--- config.mk ---
export PLATFORM = sky130hd
export DESIGN_NAME = csmv_queue
export DESIGN_NICKNAME = d
export VERILOG_FILES = /design/src/csmv_queue.sv
export SDC_FILE = /design/constraint.sdc
export NUM_CORES = 1
export LEC_CHECK = 0
export CORE_MARGIN = 2
export CORE_UTILIZATION = 40
export CTS_CLUSTER_DIAMETER = 40
export CTS_CLUSTER_SIZE = 30
export DETAILED_ROUTE_END_ITERATION = 8
export DONT_BUFFER_PORTS = 1
export PLACE_DENSITY = 0.63
export SLEW_MARGIN = 20
export SYNTH_ARGS = -nofsm -noshare
export SYNTH_HDL_FRONTEND = slang
export SYNTH_SLANG_ARGS = --single-unit
--- constraint.sdc ---
create_clock -name clk -period 2.16 [get_ports clk]
set_input_delay 0.108 -clock clk [delete_from_list [all_inputs] [get_ports clk]]
set_output_delay 0.108 -clock clk [all_outputs]
set_load 0.005 [all_outputs]
--- src/csmv_queue.sv ---
// Small register queue of packed words, power-of-two depth.
// Used between front and back and on the result side; no package use.
module csmv_queue #(
  parameter int WIDTH = 8,
  parameter int DEPTH = 4
) (
  input  logic                       clk,
  input  logic                       rst_n,
  input  logic                       push,
  input  logic [WIDTH-1:0]           wdata,
  input  logic                       pop,
  output logic [WIDTH-1:0]           rdata,
  output logic                       empty,
  output logic [$clog2(DEPTH):0]     count
);

  localparam int PTR_W = $clog2(DEPTH);

  logic [WIDTH-1:0] mem_r [DEPTH];
  logic [PTR_W-1:0] wptr_r;
  logic [PTR_W-1:0] rptr_r;
  logic [PTR_W:0]   count_r;
  logic             do_push;
  logic             do_pop;

  assign empty   = (count_r == '0);
  assign count   = count_r;
  assign rdata   = mem_r[rptr_r];
  assign do_pop  = pop && !empty;
  assign do_push = push && (count_r != (PTR_W+1)'(DEPTH));

  // Advance pointers and occupancy
  always_ff @(posedge clk) begin
    if (!rst_n) begin
      wptr_r  <= '0;
      rptr_r  <= '0;
      count_r <= '0;
    end else begin
      if (do_push) wptr_r <= wptr_r + 1'b1;
      if (do_pop)  rptr_r <= rptr_r + 1'b1;
      unique case ({do_push, do_pop})
        2'b10:   count_r <= count_r + 1'b1;
        2'b01:   count_r <= count_r - 1'b1;
        default: count_r <= count_r;
      endcase
    end
  end

  // Store pushed word
  always_ff @(posedge clk) begin
    if (do_push) mem_r[wptr_r] <= wdata;
  end

endmodule

==> metrics.txt, run 1 <==
Slew HR 64.3%; Die W between 60 and 70 um; Pre-antenna DRT Iters 2; number of flops mapped to enable cells by yosys 32; post-synthesis register bit count 41; Nets 127; DR vias/cell just under 5; crit start category register; pwr/cell area 1070 mW/mm^2; GRT overflow 0; worst setup margin around 160 ps; Mapped Area ~0.0016 mm^2; first-pass GRT wire length 4.06 mm; Slew @ Worst Pin 535 ps; most common library cells after synthesis edfxtp_1, dfxtp_1, mux4_2; Sum Neg Setup Slack 0 ps; total CTS buffers 5; Die Y slightly below 70 um; number of max-cap violations 0; final worst path period need around 2000 ps; fin util between 40% and 50%; Arr. time, crit path 2200 ps; # diodes 0; worst slack, placed -23.4 ps; H-Tree Depth 2; Root Buffer clkbuf_8; status finished clean; Post-Syn Nets around 110; Cells after DPL ~140; setup repair after global routing missed its margin no; Starting Density about two fifths; worst vdd ir 595 uV; vias in the first global route roughly 850; count leader, synth edfxtp_1; core box area 0.00397 mm^2; Mean Syn Cell Area about 17 um^2; dpl hpwl 1.86 mm; DRC 0; top_reg_cell synth edfxtp_1; Synth area leader edfxtp_1; register area around 0.0011 mm^2; DR vias 792; DRT antenna net count 0; leak pwr 0.623 nW; number of I/O pins 24; Clock Tree Buf Depth 2; post-CTS setup buffer count 0; # fillers 341; port buffer count 0; initial antenna violation count 0; multi-input logic area around 470 um^2; Hold Path Class input port to register; Hold Fails Final Rpt 0; Final Cycle Share 92.5%; row count 23; Synth Instances between 90 and 100; max-slew violation count 0; global-route usage over all layers a little over an eighth; largest net degree at the start of global routing 13; critical setup path kind register to register; post-synthesis sequential area ratio 69.4%; P&R area growth vs syn 14.3%; Yosys warnings 0; top post-synthesis cells by area edfxtp_1, dfxtp_1, mux4_2; Clock Sink Count 41; final total power 2.00 mW; layout cells sized above 1 20.9%; Synth async-reset ratio 0%; Final Non-Filler Cells 160; gpl congestion 0.701; element type at the critical path end register; CP max FO 5; WL per Instance 16.5 um; Fmax achieved ~0.5 GHz; die area 0.00464 mm^2; Clock Latency Late Sink around 280 ps; TritonCTS clock tree built; post-synth top area share around 58%; required time worst endpoint 2360 ps; Netlist cell types 22; Setup Viol. Count Final 0; Fin Clk Skew around 7.6 ps; WL final about 2.6 mm; DRT iter0 DRCs 22; Reg clk slew, reported paths roughly 70 ps
[report_power, final]
part | internal (mW) | switching, mW | total (mW)
clock | 0.226 | 0.232 | 0.458
combinational | 0.243 | 0.220 | 0.464
sequential | 0.971 | 0.111 | 1.08
total | 1.44 | 0.563 | 2.00
[registers in the layout, indices dropped and copies added, names as in the netlist, named ones only]
signal,flops
mem_r,32
count,3
rptr_r,2
wptr_r,2
[layer usage]
| metal | global-route usage (%) | share of wire (%) |
|---|---|---|
| met4 | 5.25 | 1.7 |
| met3 | 5.92 | 5.2 |
| met2 | 23.2 | 55 |
| met5 | 0 | 0 |
| met1 | 13.5 | 38 |
[timing repair]
| item | in CTS | in global routing |
|---|---|---|
| resized for setup | 1 | 5 |
| endpoints found under the setup margin | 1 | 2 |
| hold buffers | 9 | 0 |
| cloned | 0 | 0 |
| endpoints found under the hold margin | 41 | 0 |
[critical path, stage by stage (launching register included)]
cell and delay (ps):
dfxtp_2 400, nor3_2 70, nor2b_2 160, ha_1 210
inv_1 60, fa_1 370, xor2_1 160, or3_1 310
a21boi_0 180
[final cells by class]
cell class	instances	share of cell area [%]
well taps	50	3.33
inverters	7	1.40
multi-input cells	44	24.9
flip-flops and latches	41	60.9
repair buffers	10	5.19
clock buffers	7	4.06
clock inverters	1	0.266
[cell families (layout without fill, tap and decap cells)]
group	Yosys count	count (layout)	share of synthesized area, %
compound gates	8	8	3.73
xor+xnor	2	2	1.06
fa+ha+maj	6	6	5.02
buf+inv	10	25	2.36
flops	41	41	69.4
mux	10	10	12.2
simple gates	18	18	6.31
[through the flow]
| step | area (um^2) | hold WS, ps |
|---|---|---|
| 3_5_place_dp | 1700 | 207 |
| 3_3_place_gp | 1700 | 207 |
| 6_report | 1880 | 37.0 |
| 5_1_grt | 1880 | 22.7 |
| 4_1_cts | 1880 | 28.0 |
| 2_1_floorplan | 1650 | 207 |
[path summary, 6_finish.rpt]
| path | from | to | slack, ps | depth (start not counted) |
|---|---|---|---|---|
| hold reg to reg | rptr_r[1]$_SDFFE_PN0P_ | register | 490 | 2 |
| setup reg to reg | count[2]$_SDFFE_PN0P_ | count[2]$_SDFFE_PN0P_ | 160 | 8 |
| hold / removal | rst_n | rptr_r[0]$_SDFFE_PN0P_ | 40 | 2 |
| setup / recovery | count[2]$_SDFFE_PN0P_ | count[2]$_SDFFE_PN0P_ | 160 | 8 |
[cells in the final DEF (no fill, tap or decap), types with 2 or more instances in the layout]
| cell type | count |
|---|---|
| mux2i_1 | 2 |
| clkbuf_8 | 5 |
| clkbuf_1 | 2 |
| and2_1 | 6 |
| dlygate4sd3_1 | 9 |
| mux4_2 | 8 |
| or3_1 | 2 |
| inv_1 | 5 |
| nand2_1 | 7 |
| inv_2 | 2 |
| dfxtp_2 | 3 |
| dfxtp_1 | 6 |
| o21ai_0 | 5 |
| edfxtp_1 | 32 |
| ha_1 | 5 |
(Power assumes the default switching activity.)
==> inputs of run 2 (changes only) <==
--- a/config.mk
+++ b/config.mk
@@ -13,4 +13,5 @@
 export DONT_BUFFER_PORTS = 1
 export PLACE_DENSITY = 0.63
+export SETUP_SLACK_MARGIN = 0.4
 export SLEW_MARGIN = 20
 export SYNTH_ARGS = -nofsm -noshare
==> constraint.sdc (replaced) <==
create_clock -name clk -period 2.16 [get_ports clk]
set_input_delay 0.432 -clock clk [delete_from_list [all_inputs] [get_ports clk]]
set_output_delay 0.432 -clock clk [all_outputs]
set_load 0.005 [all_outputs]
==> run 2 against run 1 <==
  * Flip-flop and latch count unchanged
  * Global-route usage up 1.0 points
  * Clock power up 28%
  * Die area unchanged
  * Sequential share of layout area up 0.22 points
  * Wire length up 1.6%
  * Critical endpoint unchanged
==> metrics.txt, run 2 (synthesis results as in run 1) <==
status finished clean; Seq pwr share around half; core box area just under 0.004 mm^2; first-pass GRT wire length 4.42 mm; Die Y 68.1 um; critical setup path kind register to register; Hold Path Class input port to register; # diodes 0; Slew HR a little over two thirds; Root Buffer clkbuf_8; port buffer count 0; Sum Neg Setup Slack 0 ps; commonest non-fill, non-tap cells in the layout edfxtp_1, mux4_2, nand2_1, and2_1, clkbuf_8; Clock Tree Buf Depth 2; die area approximately 0.0046 mm^2; element type at the critical path end register; Fmax achieved roughly 0.53 GHz; crit start category register; CTS Hold Bufs 0; CP max FO 5; DRT iter0 DRCs 52; clock power share a little over a quarter; row count 23; max-slew violation count 0; TritonCTS clock tree built; initial antenna violation count 0; DRC 0; H-Tree Depth 2; largest net degree at the start of global routing 13; vias in the first global route just under 900; worst slack, placed roughly 240 ps; Reg clk slew, reported paths approximately 80 ps; WL per Instance between 15 and 20 um; Die W approximately 70 um; number of I/O pins 24; Final Cycle Share around 87%; dpl hpwl about 1.9 mm; WL final about 2.7 mm; Starting Density 41.4%; gpl congestion approximately 0.7; number of max-cap violations 0; total CTS buffers 5; Hold Fails Final Rpt 0; worst setup margin ~290 ps; Setup Viol. Count Final 0; GRT overflow 0; final worst path period need 1870 ps; DR vias 802; layout cells sized above 1 between 30% and 40%; worst vdd ir between 500 and 600 uV; largest register by flop count mem_r; pwr/cell area roughly 1200 mW/mm^2; Arr. time, crit path 2080 ps; leak pwr around 0.63 nW; Clock Sink Count 41; global-route usage over all layers approximately 14%; Slew @ Worst Pin ~440 ps; Nets between 100 and 150; sw frac 26.9%; commonest non-fill, non-tap cell in the layout edfxtp_1; P&R area growth vs syn 15.1%; Pre-antenna DRT Iters 4; internal power between 1.5 and 2 mW; Fin Clk Skew 7.11 ps; Clock Latency Late Sink about 290 ps; NetSw roughly 0.60 mW; combinational share of power between 20 and 30%; max FFs per register 32; DRT antenna net count 0; DR vias/cell ~5; setup repair after global routing missed its margin yes; required time worst endpoint 2370 ps
[run 2: path summary, 6_finish.rpt]
check | startpoint | slack [ps] | end | depth (start not counted)
worst min register to register | rptr_r[0]$_SDFFE_PN0P_ | 480 | register | 2
worst max-delay path | count[0]$_SDFFE_PN0P_ | 290 | count[2]$_SDFFE_PN0P_ | 8
worst min-delay path | wdata[4] | 230 | mem_r[3][4]$_DFFE_PP_ | 0
worst max register to register | count[0]$_SDFFE_PN0P_ | 290 | count[2]$_SDFFE_PN0P_ | 8
[run 2: power by group through the flow]
stage | Clock, mW | Combinational [mW] | Sequential [mW]
4_1_cts | 0.599 | 0.550 | 1.09
3_3_place_gp | 0 | 0.460 | 1.08
6_report | 0.585 | 0.561 | 1.08
5_1_grt | 0.637 | 0.639 | 1.10
2_1_floorplan | 0 | 0.402 | 1.04
3_5_place_dp | 0 | 0.482 | 1.09
[run 2: area by class of cell]
cell class / count / area (um^2)
Timing Repair Buffer: 6 / 56.3
Inverter: 7 / 28.8
Tap cell: 50 / 62.6
Clock inverter: 2 / 33.8
Sequential cell: 41 / 1160
Clock buffer: 6 / 72.6
Multi-Input combinational cell: 44 / 483
Fill cell: 348 / 2080
[run 2: stage by stage]
| step | utilization (%) | total power [mW] | hold WS, ps | area, um^2 | instances |
|---|---|---|---|---|---|
| detailed placement | 43.2 | 1.57 | 485 | 1720 | 143 |
| finish | 47.7 | 2.23 | 230 | 1890 | 156 |
| floorplan | - | 1.44 | 456 | 1660 | 95 |
| CTS | 47.3 | 2.23 | 223 | 1880 | 155 |
| global placement | 43.2 | 1.54 | 467 | 1720 | 143 |
| global route | 47.7 | 2.38 | 212 | 1890 | 156 |
[run 2: routing by layer]
metal | share of wire [%] | routed length [um] | global-route usage (%)
met5 | 0 | 0 | 0
met4 | 1.4 | 38 | 6.00
met3 | 7.6 | 204 | 6.09
met2 | 53 | 1420 | 25.4
met1 | 38 | 1020 | 14.2
[run 2: repair_timing]
action	4_1_cts	5_1_grt
resized for setup	9	4
setup endpoints to repair	10	10
setup buffers	4	1
pin swaps	2	1
[run 2: critical path: stages, from the launching register on]
cell and delay (ps):
dfxtp_4 400, nor3_4 70, nor2b_2 170, ha_2 210
inv_2 40, fa_2 330, xor2_1 160, or3_1 300
a21boi_1 120
