## config.mk

```make
export PLATFORM = sky130hd
export DESIGN_NAME = csmv_front
export DESIGN_NICKNAME = d
export VERILOG_FILES = /design/src/csmv_pkg.sv /design/src/csmv_front.sv
export SDC_FILE = /design/constraint.sdc
export NUM_CORES = 1
export LEC_CHECK = 0
export BUFFER_PORTS_ARGS = -buffer_cell sky130_fd_sc_hd__buf_2
export CAP_MARGIN = 10
export CELL_PAD_IN_SITES_DETAIL_PLACEMENT = 1
export CELL_PAD_IN_SITES_GLOBAL_PLACEMENT = 1
export CORE_MARGIN = 3
export CORE_UTILIZATION = 33
export CTS_CLUSTER_SIZE = 20
export DETAILED_ROUTE_END_ITERATION = 10
export PLACE_DENSITY = 0.8
export SETUP_SLACK_MARGIN = 0.4
export SLEW_MARGIN = 15
export SYNTH_ARGS = -nofsm -noshare
export SYNTH_HDL_FRONTEND = slang
export SYNTH_SLANG_ARGS = --single-unit
```

## constraint.sdc

```tcl
create_clock -name clk -period 2.4 [get_ports clk]
set_clock_uncertainty 0.05 [all_clocks]
set_input_delay 0.12 -clock clk [delete_from_list [all_inputs] [get_ports clk]]
set_output_delay 0.12 -clock clk [all_outputs]
set_load 0.01 [all_outputs]
```

## src/csmv_pkg.sv

```systemverilog
// Shared types and constants for the CSR sparse matrix-vector multiply block.
// No dependencies; every other file except csmv_queue refers to it by scoped names.
package csmv_pkg;

  localparam int INDEX_W    = 12;
  localparam int VALUE_W    = 32;
  localparam int ROW_W      = 20;
  localparam int CUR_ROW_W  = 21;
  localparam int CFG_IDX_W  = 1;
  localparam int CFG_DATA_W = 21;
  localparam int ACC_W      = 64;

  // Queue depths (powers of two)
  localparam int MID_DEPTH = 4;
  localparam int OUT_DEPTH = 8;

  // Configuration register indexes
  localparam logic [CFG_IDX_W-1:0] CFG_FIRST_ROW = 1'b0;
  localparam logic [CFG_IDX_W-1:0] CFG_END_ROW   = 1'b1;

  typedef enum logic [1:0] {
    OP_START   = 2'd0,
    OP_LOAD    = 2'd1,
    OP_NONZERO = 2'd2,
    OP_EMPTY   = 2'd3
  } op_t;

  // Request passed from the front to the back
  typedef struct packed {
    op_t                       op;
    logic [INDEX_W-1:0]        index;
    logic signed [VALUE_W-1:0] value;
    logic                      emit;
    logic [ROW_W-1:0]          row;
    logic                      last;
  } mid_item_t;

  // Row result waiting on the output side
  typedef struct packed {
    logic signed [VALUE_W-1:0] y_value;
    logic [ROW_W-1:0]          row_index;
    logic                      last_row;
  } out_item_t;

endpackage

```

## src/csmv_front.sv

```systemverilog
// Front end: configuration registers, row tracking and request classification.
// Depends on csmv_pkg; feeds the middle queue.
module csmv_front (
  input  logic                                clk,
  input  logic                                rst_n,
  input  logic                                cfg_we,
  input  logic [csmv_pkg::CFG_IDX_W-1:0]      cfg_index,
  input  logic [csmv_pkg::CFG_DATA_W-1:0]     cfg_data,
  input  logic                                in_push,
  input  logic [1:0]                          in_opcode,
  input  logic [csmv_pkg::INDEX_W-1:0]        in_index,
  input  logic signed [csmv_pkg::VALUE_W-1:0] in_value,
  input  logic                                in_row_end,
  input  logic                                q_full,
  output logic                                q_push,
  output csmv_pkg::mid_item_t                 q_item
);

  logic [csmv_pkg::ROW_W-1:0]     first_row_r;
  logic [csmv_pkg::CUR_ROW_W-1:0] end_row_r;
  logic [csmv_pkg::CUR_ROW_W-1:0] cur_row_r;
  logic [csmv_pkg::CUR_ROW_W-1:0] cur_row_nxt;
  logic [csmv_pkg::CUR_ROW_W-1:0] row_inc;
  csmv_pkg::op_t                  op;
  logic                           accept;
  logic                           active;
  logic                           keep;
  logic                           emit;

  assign op      = csmv_pkg::op_t'(in_opcode);
  assign accept  = in_push && !q_full;
  assign active  = cur_row_r < end_row_r;
  assign row_inc = cur_row_r + 1'b1;

  // Classify request; drop row requests outside the batch
  always_comb begin
    keep        = 1'b0;
    emit        = 1'b0;
    cur_row_nxt = cur_row_r;
    unique case (op)
      csmv_pkg::OP_START: begin
        keep        = 1'b1;
        cur_row_nxt = {1'b0, first_row_r};
      end
      csmv_pkg::OP_LOAD: begin
        keep = 1'b1;
      end
      csmv_pkg::OP_NONZERO: begin
        keep = active;
        emit = active && in_row_end;
      end
      csmv_pkg::OP_EMPTY: begin
        keep = active;
        emit = active;
      end
    endcase
    if (emit) cur_row_nxt = row_inc;
  end

  assign q_push       = accept && keep;
  assign q_item.op    = op;
  assign q_item.index = in_index;
  assign q_item.value = in_value;
  assign q_item.emit  = emit;
  assign q_item.row   = cur_row_r[csmv_pkg::ROW_W-1:0];
  assign q_item.last  = (row_inc == end_row_r);

  // Configuration writes
  always_ff @(posedge clk) begin
    if (!rst_n) begin
      first_row_r <= '0;
      end_row_r   <= '0;
    end else if (cfg_we) begin
      unique case (cfg_index)
        csmv_pkg::CFG_FIRST_ROW: first_row_r <= cfg_data[csmv_pkg::ROW_W-1:0];
        csmv_pkg::CFG_END_ROW:   end_row_r   <= cfg_data;
      endcase
    end
  end

  // Advance current row
  always_ff @(posedge clk) begin
    if (!rst_n) begin
      cur_row_r <= '0;
    end else if (accept) begin
      cur_row_r <= cur_row_nxt;
    end
  end

endmodule

```

==> flow_summary.json, run 1 <==
{
  "setup_viol": 23,
  "seq_area_frac_synth_pct": 28.2,
  "max_freq_mhz": 367,
  "synth_nets": 657,
  "synth_cells": 561,
  "use_met1_pct": 27.3,
  "syn-cell-area_mm2": 0.00440,
  "postSynthAreaPerCell_um2": 7.84,
  "antenna_found_initial": 0,
  "hold_ws_ps": 4.44,
  "wirelength_um": 16600,
  "cpLargestDelayFamily": "simple AND/OR/NAND/NOR gates",
  "cap_violations": 0,
  "cts_buffer_depth": 2,
  "grtUsageMet2_pct": 38.2,
  "clk_pin_slew_ps": 60,
  "nFillCells": 1555,
  "regArea_mm2": 0.00127,
  "power_density_mw_per_mm2": 545,
  "htreeDepth": 3,
  "grt_pass1_vias": 4693,
  "relSlewSlack_pct": 39.1,
  "final_cells": 802,
  "wire_per_inst_um": 20.7,
  "dr.pass1.iters": 7,
  "ctsRootBufferMaster": "clkbuf_16",
  "critical_path_depth": 11,
  "final_core_util_pct": 44.8,
  "nets": 722,
  "dr_total_vias": 4245,
  "synth_adder_area_share_pct": 6.26,
  "layout-drive-gt1-share_pct": 37.5,
  "synth_top_area_share_pct": 28.2,
  "period_minus_slack_ps": 2720,
  "drc": 0,
  "rr_worst_depth": 13,
  "fp.dieW_um": 121,
  "drtAntennaViolNets": 0,
  "finalHoldViolCount": 0,
  "clk-insertion-delay-late_ps": 340,
  "synth_xor_area_share_pct": 6.77,
  "synth_common_cells": "nand2_1, buf_4, dfxtp_1, a21boi_0, inv_1",
  "synth-simple-area-share_pct": 20.3,
  "worstSetupStartpointType": "register",
  "grt_usage_pct": 22.4,
  "diodes": 0,
  "cp_slowest_cell": "dfxtp_2",
  "violations": "setup timing",
  "synthMuxAreaShare_pct": 3.58,
  "slew_viol_final": 0,
  "finalCritPeriodShare_pct": 113,
  "ir_worst_vdd_v": 0.000212,
  "boundaryPins": 143,
  "grt_max_degree": 37,
  "synth_top_family_by_area": "simple AND/OR/NAND/NOR gates",
  "busiest_layer": "met2",
  "min_path_cells": 3,
  "area_growth_pct": 30.5,
  "ys_ff_latch": 62,
  "ys_types": 49,
  "worstPathRequired_ps": 2230,
  "postLayoutCellArea_mm2": 0.00574,
  "rows": 41,
  "path_cells": "buf_6, buf_4, nand4_1, buf_4, buf_4, xnor2_1, nand3_1, o21ai_1, nand4_1, nor3_2, buf_2",
  "critPathCaptureType": "output port",
  "use_met3_pct": 4.24,
  "finalWeightedCongestion": 0.888,
  "status": "finished with violations",
  "cp_common_cell": "buf_4",
  "worst_slew_pin_slew_ps": 911,
  "vias_per_cell": 5.29,
  "synthTopCellsByArea": "dfxtp_1, buf_4, nand2_1",
  "hold_path_class": "input port to register",
  "io_buffers": 54,
  "place_area_mm2": 0.00488,
  "die_area_mm2": 0.0148,
  "critPathBufInv": 5,
  "synth_compound_area_share_pct": 17.3,
  "slowest_delay_ps": 340,
  "start_util_pct": 34.3,
  "ys_warn_count": 0,
  "grt_pass1_wl_um": 25700,
  "core_area_mm2": 0.0128,
  "synth_top_flop_cell": "dfxtp_1",
  "path_max_fanout": 4,
  "synthArstFlopShare_pct": 0,
  "cts_buffers": 9,
  "cts_sinks": 62,
  "synth_edf_count": 0,
  "drt_iter0_drc": 269,
  "crit_type": "register to output port",
  "cts_tree": "done",
  "critPathArrivalTime_ps": 2550,
  "crit_start": "cur_row_r[3]$_SDFFE_PN0P_",
  "synth_top_area_cell": "dfxtp_1",
  "multiInputGateArea_mm2": 0.00271,
  "yosysMostFrequentCell": "nand2_1",
  "place_inst": 760,
  "die_h_um": 121,
  "rsz0062_at_grt": "true",
  "dpl.hpwl_um": 11400,
  "min_from": "cfg_data[6]",
  "p_leak_uw": 0.00241,
  "r2r_start": "end_row_r[12]$_SDFFE_PN0P_",
  "worst_slack_ps": -324,
  "grt_overflow": 0
}
[cell usage in the layout, fill, tap and decap left out, types with 8 or more instances in the layout]
cell type,synthesis,layout
mux2i_1,9,8
ha_4,0,9
buf_4,68,78
o22ai_1,8,8
inv_1,26,21
ha_1,22,13
dfxtp_1,62,45
buf_2,2,53
nand3_1,17,16
clkbuf_16,0,9
buf_6,2,8
nand4_1,9,9
xor2_1,10,10
a21oi_1,18,12
dfxtp_2,0,13
nor2_1,25,22
xnor2_1,24,23
a21boi_0,41,41
nor2b_1,9,9
nand2_1,113,112
[cell type report]
type	instances	share of cell area (%)
Sequential cell	62	22.2
Clock buffer	11	4.23
Multi-Input combinational cell	375	47.1
Clock inverter	4	0.828
Timing Repair Buffer	152	20.2
Inverter	26	1.70
Tap cell	172	3.75
[sequential cells by signal, indices dropped and copies added, names as in the netlist]
| signal | flops |
|---|---|
| cur_row_r | 21 |
| end_row_r | 21 |
| first_row_r | 20 |
[kinds of logic (layout without fill, tap and decap cells)]
| logic type | count (synthesis) | count (layout) |
|---|---|---|
| buffers and inverters | 124 | 193 |
| AOI/OAI and AO/OA | 107 | 107 |
| DFF | 62 | 62 |
| xor gates and xnor gates | 34 | 34 |
| and+or+nand+nor | 197 | 197 |
| muxes | 15 | 15 |
| adders and majority gates | 22 | 22 |
[final timing paths]
path	end	slack, ps
setup / recovery	q_item[0]	-320
hold / removal	first_row_r[6]$_SDFFE_PN0P_	4
setup reg to reg	cur_row_r[16]$_SDFFE_PN0P_	-200
hold reg to reg	first_row_r[13]$_SDFFE_PN0P_	420
[worst register-to-register path, stage by stage (launching register included)]
cell,delay [ps]
dfxtp_1,340
inv_1,70
ha_1,320
nand2_1,100
buf_4,120
nor4_4,40
a21o_1,190
a311oi_4,300
and2_4,220
buf_12,100
buf_12,100
bufbuf_16,250
mux2i_1,180
o22ai_1,90
[layer usage]
layer / part of all wire, % / wire [um] / up-vias
met1: 41 / 6890 / 2089
li1: - / - / 1952
met2: 49 / 8080 / 160
met3: 6.6 / 1100 / 44
met5: 0 / 0 / -
met4: 3.3 / 556 / 0
[metrics by stage]
step | setup TNS, ps | setup slack [ps] | power [uW]
final | -2530 | -324 | 3130
after global routing | -4440 | -383 | 3240
after CTS | -885 | -140 | 3100
after detailed placement | -1460 | -160 | 1660
after global placement | -10.1 | -4.77 | 1640
after floorplan | 0 | 52.4 | 1560
[timing repair]
item | 4_1_cts | 5_1_grt
endpoints found under the setup margin | 24 | 24
cloned | 1 | 0
endpoints found under the hold margin | 5 | 0
setup buffers | 19 | 2
hold buffers | 5 | 0
gates resized for setup | 53 | 10
pin swaps | 20 | 8
[power by group]
| part | switching (uW) | total [uW] | internal [uW] |
|---|---|---|---|
| Sequential | 37.5 | 1110 | 1070 |
| Combinational | 362 | 713 | 351 |
| Clock | 485 | 1310 | 823 |
(Power assumes the default switching activity.)
==> run 2: changes to the inputs <==
Settings changed: REMOVE_ABC_BUFFERS set to 1.
==> run 2 against run 1 <==
The flow still finishes with violations (setup timing). Global-route usage is 4.1 points higher. Utilization is 2.8 points higher. Register-to-register slack worse by 70 ps. First-iteration DRC count is 2.6% higher. Routed wire length is 26% higher. Combinational power is 20% higher. Power is 2.0% higher. Hold slack better by 5.7 ps. Sequential share of layout area is 1.6 points lower. Cell area is 6.3% higher. Die area stayed put. Largest power group unchanged.
==> flow_summary.json, run 2 (synthesis results as in run 1) <==
{
  "crit_type": "register to output port",
  "dr.pass1.iters": 5,
  "power_density_mw_per_mm2": 523,
  "swShare_pct": 29.6,
  "grt_max_degree": 35,
  "multiInputGateArea_mm2": 0.00279,
  "switchingPower_uw": 946,
  "worst_slew_pin_slew_ps": 677,
  "wirelength_um": 20900,
  "place_area_mm2": 0.00477,
  "grt_pass1_wl_um": 28800,
  "diodes": 0,
  "finalCritPeriodShare_pct": 116,
  "nets": 752,
  "postLayoutCellArea_mm2": 0.00610,
  "dr_total_vias": 4617,
  "core_area_mm2": 0.0128,
  "critPathCaptureType": "output port",
  "layout_common_cells": "nand2_1, buf_4, dfxtp_1, buf_2, a21boi_0",
  "layout-drive-gt1-share_pct": 38.5,
  "antenna_found_initial": 0,
  "path_cells": "buf_6, ha_4, nand4_1, buf_6, nor3_4, buf_4, nand4_1, xnor2_2, o2111ai_2, nor3_2, buf_2",
  "power.total_uw": 3190,
  "clk_pin_slew_ps": 50,
  "drtAntennaViolNets": 0,
  "grt_usage_pct": 26.5,
  "cts_sinks": 62,
  "boundaryPins": 143,
  "rr_worst_depth": 11,
  "r2r_slack_ps": -270,
  "min_path_cells": 3,
  "htreeDepth": 3,
  "vias_per_cell": 5.55,
  "area_growth_pct": 38.7,
  "cpLargestDelayFamily": "simple AND/OR/NAND/NOR gates",
  "cts_tree": "done",
  "cts_buffer_depth": 2,
  "seqPwrFrac_pct": 34.7,
  "finalHoldViolCount": 0,
  "die_area_mm2": 0.0148,
  "clk-insertion-delay-late_ps": 350,
  "setup-tns-final_ps": -3990,
  "path_max_fanout": 4,
  "wire_per_inst_um": 25.2,
  "violations": "setup timing",
  "r2r-end": "cur_row_r[2]$_SDFFE_PN0P_",
  "nFillCells": 1514,
  "status": "finished with violations",
  "drc": 0,
  "ctsRootBufferMaster": "clkbuf_16",
  "critPathBufInv": 4,
  "finalWeightedCongestion": 0.921,
  "setup_viol": 24,
  "grt_overflow": 0,
  "r2r_start": "end_row_r[18]$_SDFFE_PN0P_",
  "slowest_delay_ps": 360,
  "slew_viol_final": 0,
  "ir_worst_vdd_v": 0.000301,
  "critPathArrivalTime_ps": 2610,
  "relSlewSlack_pct": 54.5,
  "cp_slowest_cell": "dfxtp_4",
  "dpl.hpwl_um": 12500,
  "p_comb_share_pct": 26.9,
  "rsz0062_at_grt": "true",
  "dp_slack_ps": -198,
  "pwr-share-clk_pct": 38.5,
  "fp.dieW_um": 121,
  "worstSetupStartpointType": "register",
  "die_h_um": 121,
  "io_buffers": 54,
  "grtUsageMet2_pct": 43.4,
  "regArea_mm2": 0.00125,
  "final_common_cell": "nand2_1",
  "use_met3_pct": 11.4,
  "reg_top3": "cur_row_r: 21 flops, end_row_r: 21 flops, first_row_r: 20 flops",
  "max_freq_mhz": 360,
  "p_int_uw": 2250,
  "use_met1_pct": 29.5,
  "start_util_pct": 34.3,
  "p_leak_uw": 0.00258,
  "worstPathRequired_ps": 2230,
  "cap_violations": 0,
  "worst_slack_ps": -382,
  "rows": 41,
  "hold_end": "first_row_r[19]$_SDFFE_PN0P_",
  "grt_pass1_vias": 4844,
  "busiest_layer": "met2",
  "min_from": "cfg_data[19]",
  "cts_buffers": 9,
  "period_minus_slack_ps": 2780,
  "drt_iter0_drc": 276,
  "hold_path_class": "input port to register"
}
[run 2: cell count changes in the layout (fill, tap and decap cells not counted), moves of 4 or more]
cell	delta
buf_12	-4
buf_6	+20
dfxtp_1	+8
dfxtp_2	-5
dlygate4sd3_1	+12
nand2_2	+4
[run 2: tightest hold or removal path: cells and delay by family]
family | cells | cell delay [ps]
simple gates | 1 | 50
compound gates | 1 | 70
buf+inv | 1 | 110
[run 2: worst max path at each step]
stage | depth (start not counted) | slack [ps] | startpoint | to
final | 11 | -380 | cur_row_r[1]$_SDFFE_PN0P_ | q_item[0]
after floorplan | 8 | -730 | cur_row_r[18]$_SDFFE_PN0P_ | cur_row_r[1]$_SDFFE_PN0P_
after CTS | 11 | -220 | cur_row_r[1]$_SDFFE_PN0P_ | q_item[0]
after global routing | 11 | -480 | cur_row_r[1]$_SDFFE_PN0P_ | q_item[0]
after detailed placement | 10 | -200 | end_row_r[1]$_SDFFE_PN0P_ | cur_row_r[16]$_SDFFE_PN0P_
after global placement | 10 | -80 | cur_row_r[1]$_SDFFE_PN0P_ | q_item[0]
[run 2: layout make-up]
| cell class | instances | share of cell area (%) |
|---|---|---|
| clock buffers | 14 | 4.33 |
| clock inverters | 1 | 0.0820 |
| inverters | 26 | 1.60 |
| multi-input cells | 375 | 45.7 |
| flip-flops and latches | 62 | 20.6 |
| well taps | 172 | 3.53 |
| repair buffers | 182 | 24.2 |
[run 2: timing repair]
action | in CTS | in global routing
gates cloned | 3 | 0
buffers inserted | 25 | 9
pin swaps | 34 | 31
endpoints found under the setup margin | 24 | 24
resized for setup | 76 | 46
hold endpoints to repair | 26 | 0
hold buffers | 17 | 0
[run 2: power by group through the flow]
| stage | Clock (uW) | Sequential [uW] | Combinational, uW |
|---|---|---|---|
| floorplan | 0 | 1130 | 253 |
| global placement | 0 | 1120 | 486 |
| detailed placement | 0 | 1120 | 510 |
| CTS | 1240 | 1100 | 734 |
| global route | 1300 | 1110 | 901 |
| finish | 1230 | 1110 | 858 |
[run 2: layer usage]
metal	wire [um]	vias up
li1	-	2021
met1	7900	2268
met2	9940	245
met3	1870	79
met4	1120	4
met5	116	-
[run 2: metrics by stage]
stage	util [%]	hold WS [ps]	cells
2_1_floorplan	-	190	463
3_3_place_gp	37.2	190	763
3_5_place_dp	37.2	190	763
4_1_cts	45.3	5.60	823
5_1_grt	47.6	36.3	832
6_report	47.6	10.2	832
==> run 3: changes to the inputs <==
Settings changed: PLACE_DENSITY 0.8 to unset, PLACE_DENSITY_LB_ADDON set to 0.15.
==> run 3 against run 2 <==
Clock power hardly changed. Setup slack better by 160 ps. The flow still finishes with violations (setup timing). Via count decreased by 8.5%.
==> flow_summary.json, run 3 (synthesis results as in run 1) <==
{
  "finalHoldViolCount": 0,
  "slew_viol_final": 0,
  "clk-insertion-delay-late_ps": 350,
  "r2r_slack_ps": -120,
  "grt_pass1_wl_um": 25900,
  "status": "finished with violations",
  "p_comb_share_pct": 24.4,
  "rows": 41,
  "pwr-share-clk_pct": 40.1,
  "grt_pass1_vias": 4425,
  "cpLargestDelayFamily": "simple AND/OR/NAND/NOR gates",
  "cap_violations": 0,
  "violations": "setup timing",
  "htreeDepth": 3,
  "min_from": "cfg_data[9]",
  "drc": 0,
  "finalWeightedCongestion": 0.815,
  "final_common_cell": "nand2_1",
  "place_area_mm2": 0.00482,
  "p_leak_uw": 0.00251,
  "min_path_cells": 3,
  "layout_common_cells": "nand2_1, buf_4, buf_2, dfxtp_1, a21boi_0",
  "clk_pin_slew_ps": 50,
  "period_minus_slack_ps": 2630,
  "wire_per_inst_um": 20.7,
  "worstPathRequired_ps": 2230,
  "critPathCaptureType": "output port",
  "path_max_fanout": 5,
  "io_buffers": 54,
  "start_util_pct": 34.3,
  "layout-drive-gt1-share_pct": 36.1,
  "grt_max_degree": 28,
  "boundaryPins": 143,
  "switchingPower_uw": 875,
  "drt_iter0_drc": 175,
  "worstSetupStartpointType": "register",
  "worst_slack_ps": -226,
  "hold_end": "first_row_r[9]$_SDFFE_PN0P_",
  "critPathBufInv": 2,
  "nFillCells": 1525,
  "cts_sinks": 62,
  "cts_buffer_depth": 2,
  "die_area_mm2": 0.0148,
  "grt_usage_pct": 23.5,
  "nets": 749,
  "wirelength_um": 17100,
  "antenna_found_initial": 0,
  "relSlewSlack_pct": 70.4,
  "cp_common_cell": "nor3_2",
  "max_freq_mhz": 381,
  "r2r-end": "cur_row_r[2]$_SDFFE_PN0P_",
  "reg_top3": "cur_row_r: 21 flops, end_row_r: 21 flops, first_row_r: 20 flops",
  "crit_type": "register to output port",
  "ir_worst_vdd_v": 0.000289,
  "r2r_start": "end_row_r[8]$_SDFFE_PN0P_",
  "hold_path_class": "input port to register",
  "area_growth_pct": 35.4,
  "vias_per_cell": 5.10,
  "power.total_uw": 3120,
  "diodes": 0,
  "p_int_uw": 2240,
  "ctsRootBufferMaster": "clkbuf_16",
  "cts_buffers": 9,
  "die_h_um": 121,
  "path_cells": "ha_4, nand4_1, nor3_2, buf_4, nand2_1, xnor2_1, o2111ai_2, nor3_2, buf_2",
  "rsz0062_at_grt": "true",
  "slowest_delay_ps": 390,
  "drtAntennaViolNets": 0,
  "rr_worst_depth": 11,
  "cts_tree": "done",
  "setup_viol": 24,
  "finalCritPeriodShare_pct": 109,
  "hold_ws_ps": 12.9,
  "cp_slowest_cell": "dfxtp_4",
  "fp.dieW_um": 121,
  "swShare_pct": 28.1,
  "power_density_mw_per_mm2": 523,
  "dr_total_vias": 4224,
  "worst_slew_pin_slew_ps": 445,
  "dr.pass1.iters": 5,
  "critPathArrivalTime_ps": 2460,
  "dpl.hpwl_um": 12200,
  "grt_overflow": 0,
  "core_area_mm2": 0.0128,
  "postLayoutCellArea_mm2": 0.00596,
  "seqPwrFrac_pct": 35.5
}
==> run 3: worst max path at each step <==
stage | start | endpoint | slack, ps | cells after the start
2_1_floorplan | cur_row_r[18]$_SDFFE_PN0P_ | cur_row_r[1]$_SDFFE_PN0P_ | -730 | 8
3_3_place_gp | end_row_r[18]$_SDFFE_PN0P_ | cur_row_r[8]$_SDFFE_PN0P_ | -170 | 10
3_5_place_dp | end_row_r[18]$_SDFFE_PN0P_ | cur_row_r[9]$_SDFFE_PN0P_ | -270 | 10
4_1_cts | cur_row_r[0]$_SDFFE_PN0P_ | q_item[0] | -210 | 11
5_1_grt | cur_row_r[0]$_SDFFE_PN0P_ | q_item[0] | -420 | 9
6_report | cur_row_r[0]$_SDFFE_PN0P_ | q_item[0] | -230 | 9
==> run 3: layout make-up <==
class                      instances  area [um2]  area share, %
clock buffer                      13         270           4.54
clock inverter                     1        5.00         0.0840
inverter                          26        97.6           1.64
multi-input combinational        375        2700           45.3
sequential                        62        1260           21.1
tap                              172         215           3.61
timing repair buffer             179        1410           23.7
==> run 3: timing repair <==
action                                 4_1_cts  5_1_grt
hold buffers                                18        0
endpoints found under the hold margin       33        0
gates cloned                                 2        1
setup endpoints to repair                   24       24
setup buffers                               13       10
gates resized for setup                     65       21
pin swaps                                   21       11
==> run 3: metrics by stage <==
stage	util [%]	std cells	setup WS [ps]	setup TNS, ps
global placement	37.6	770	-170	-1750
detailed placement	37.6	770	-272	-2790
floorplan	-	463	-728	-10330
finish	46.4	828	-226	-2230
CTS	45.1	817	-206	-1130
global route	46.4	828	-421	-4430
==> run 3: worst min-delay path: stages <==
cell and delay (ps):
buf_2 110, nand2_1 50, a21boi_0 70
==> run 3: metal layers <==
layer  vias up  GRT usage [%]  routed length (um)
met5         -           4.78                  43
met4         2           7.21                 223
met3        16           9.65                1410
met2       156           36.3                7840
met1      2036           29.6                7630
li1       2014              -                   -
==> run 3: power by group through the flow <==
stage	clock network (uW)	registers, uW	logic (uW)
after floorplan	0	1130	253
after global placement	0	1120	506
after detailed placement	0	1120	520
after CTS	1280	1110	705
after global routing	1320	1110	818
final	1250	1110	761
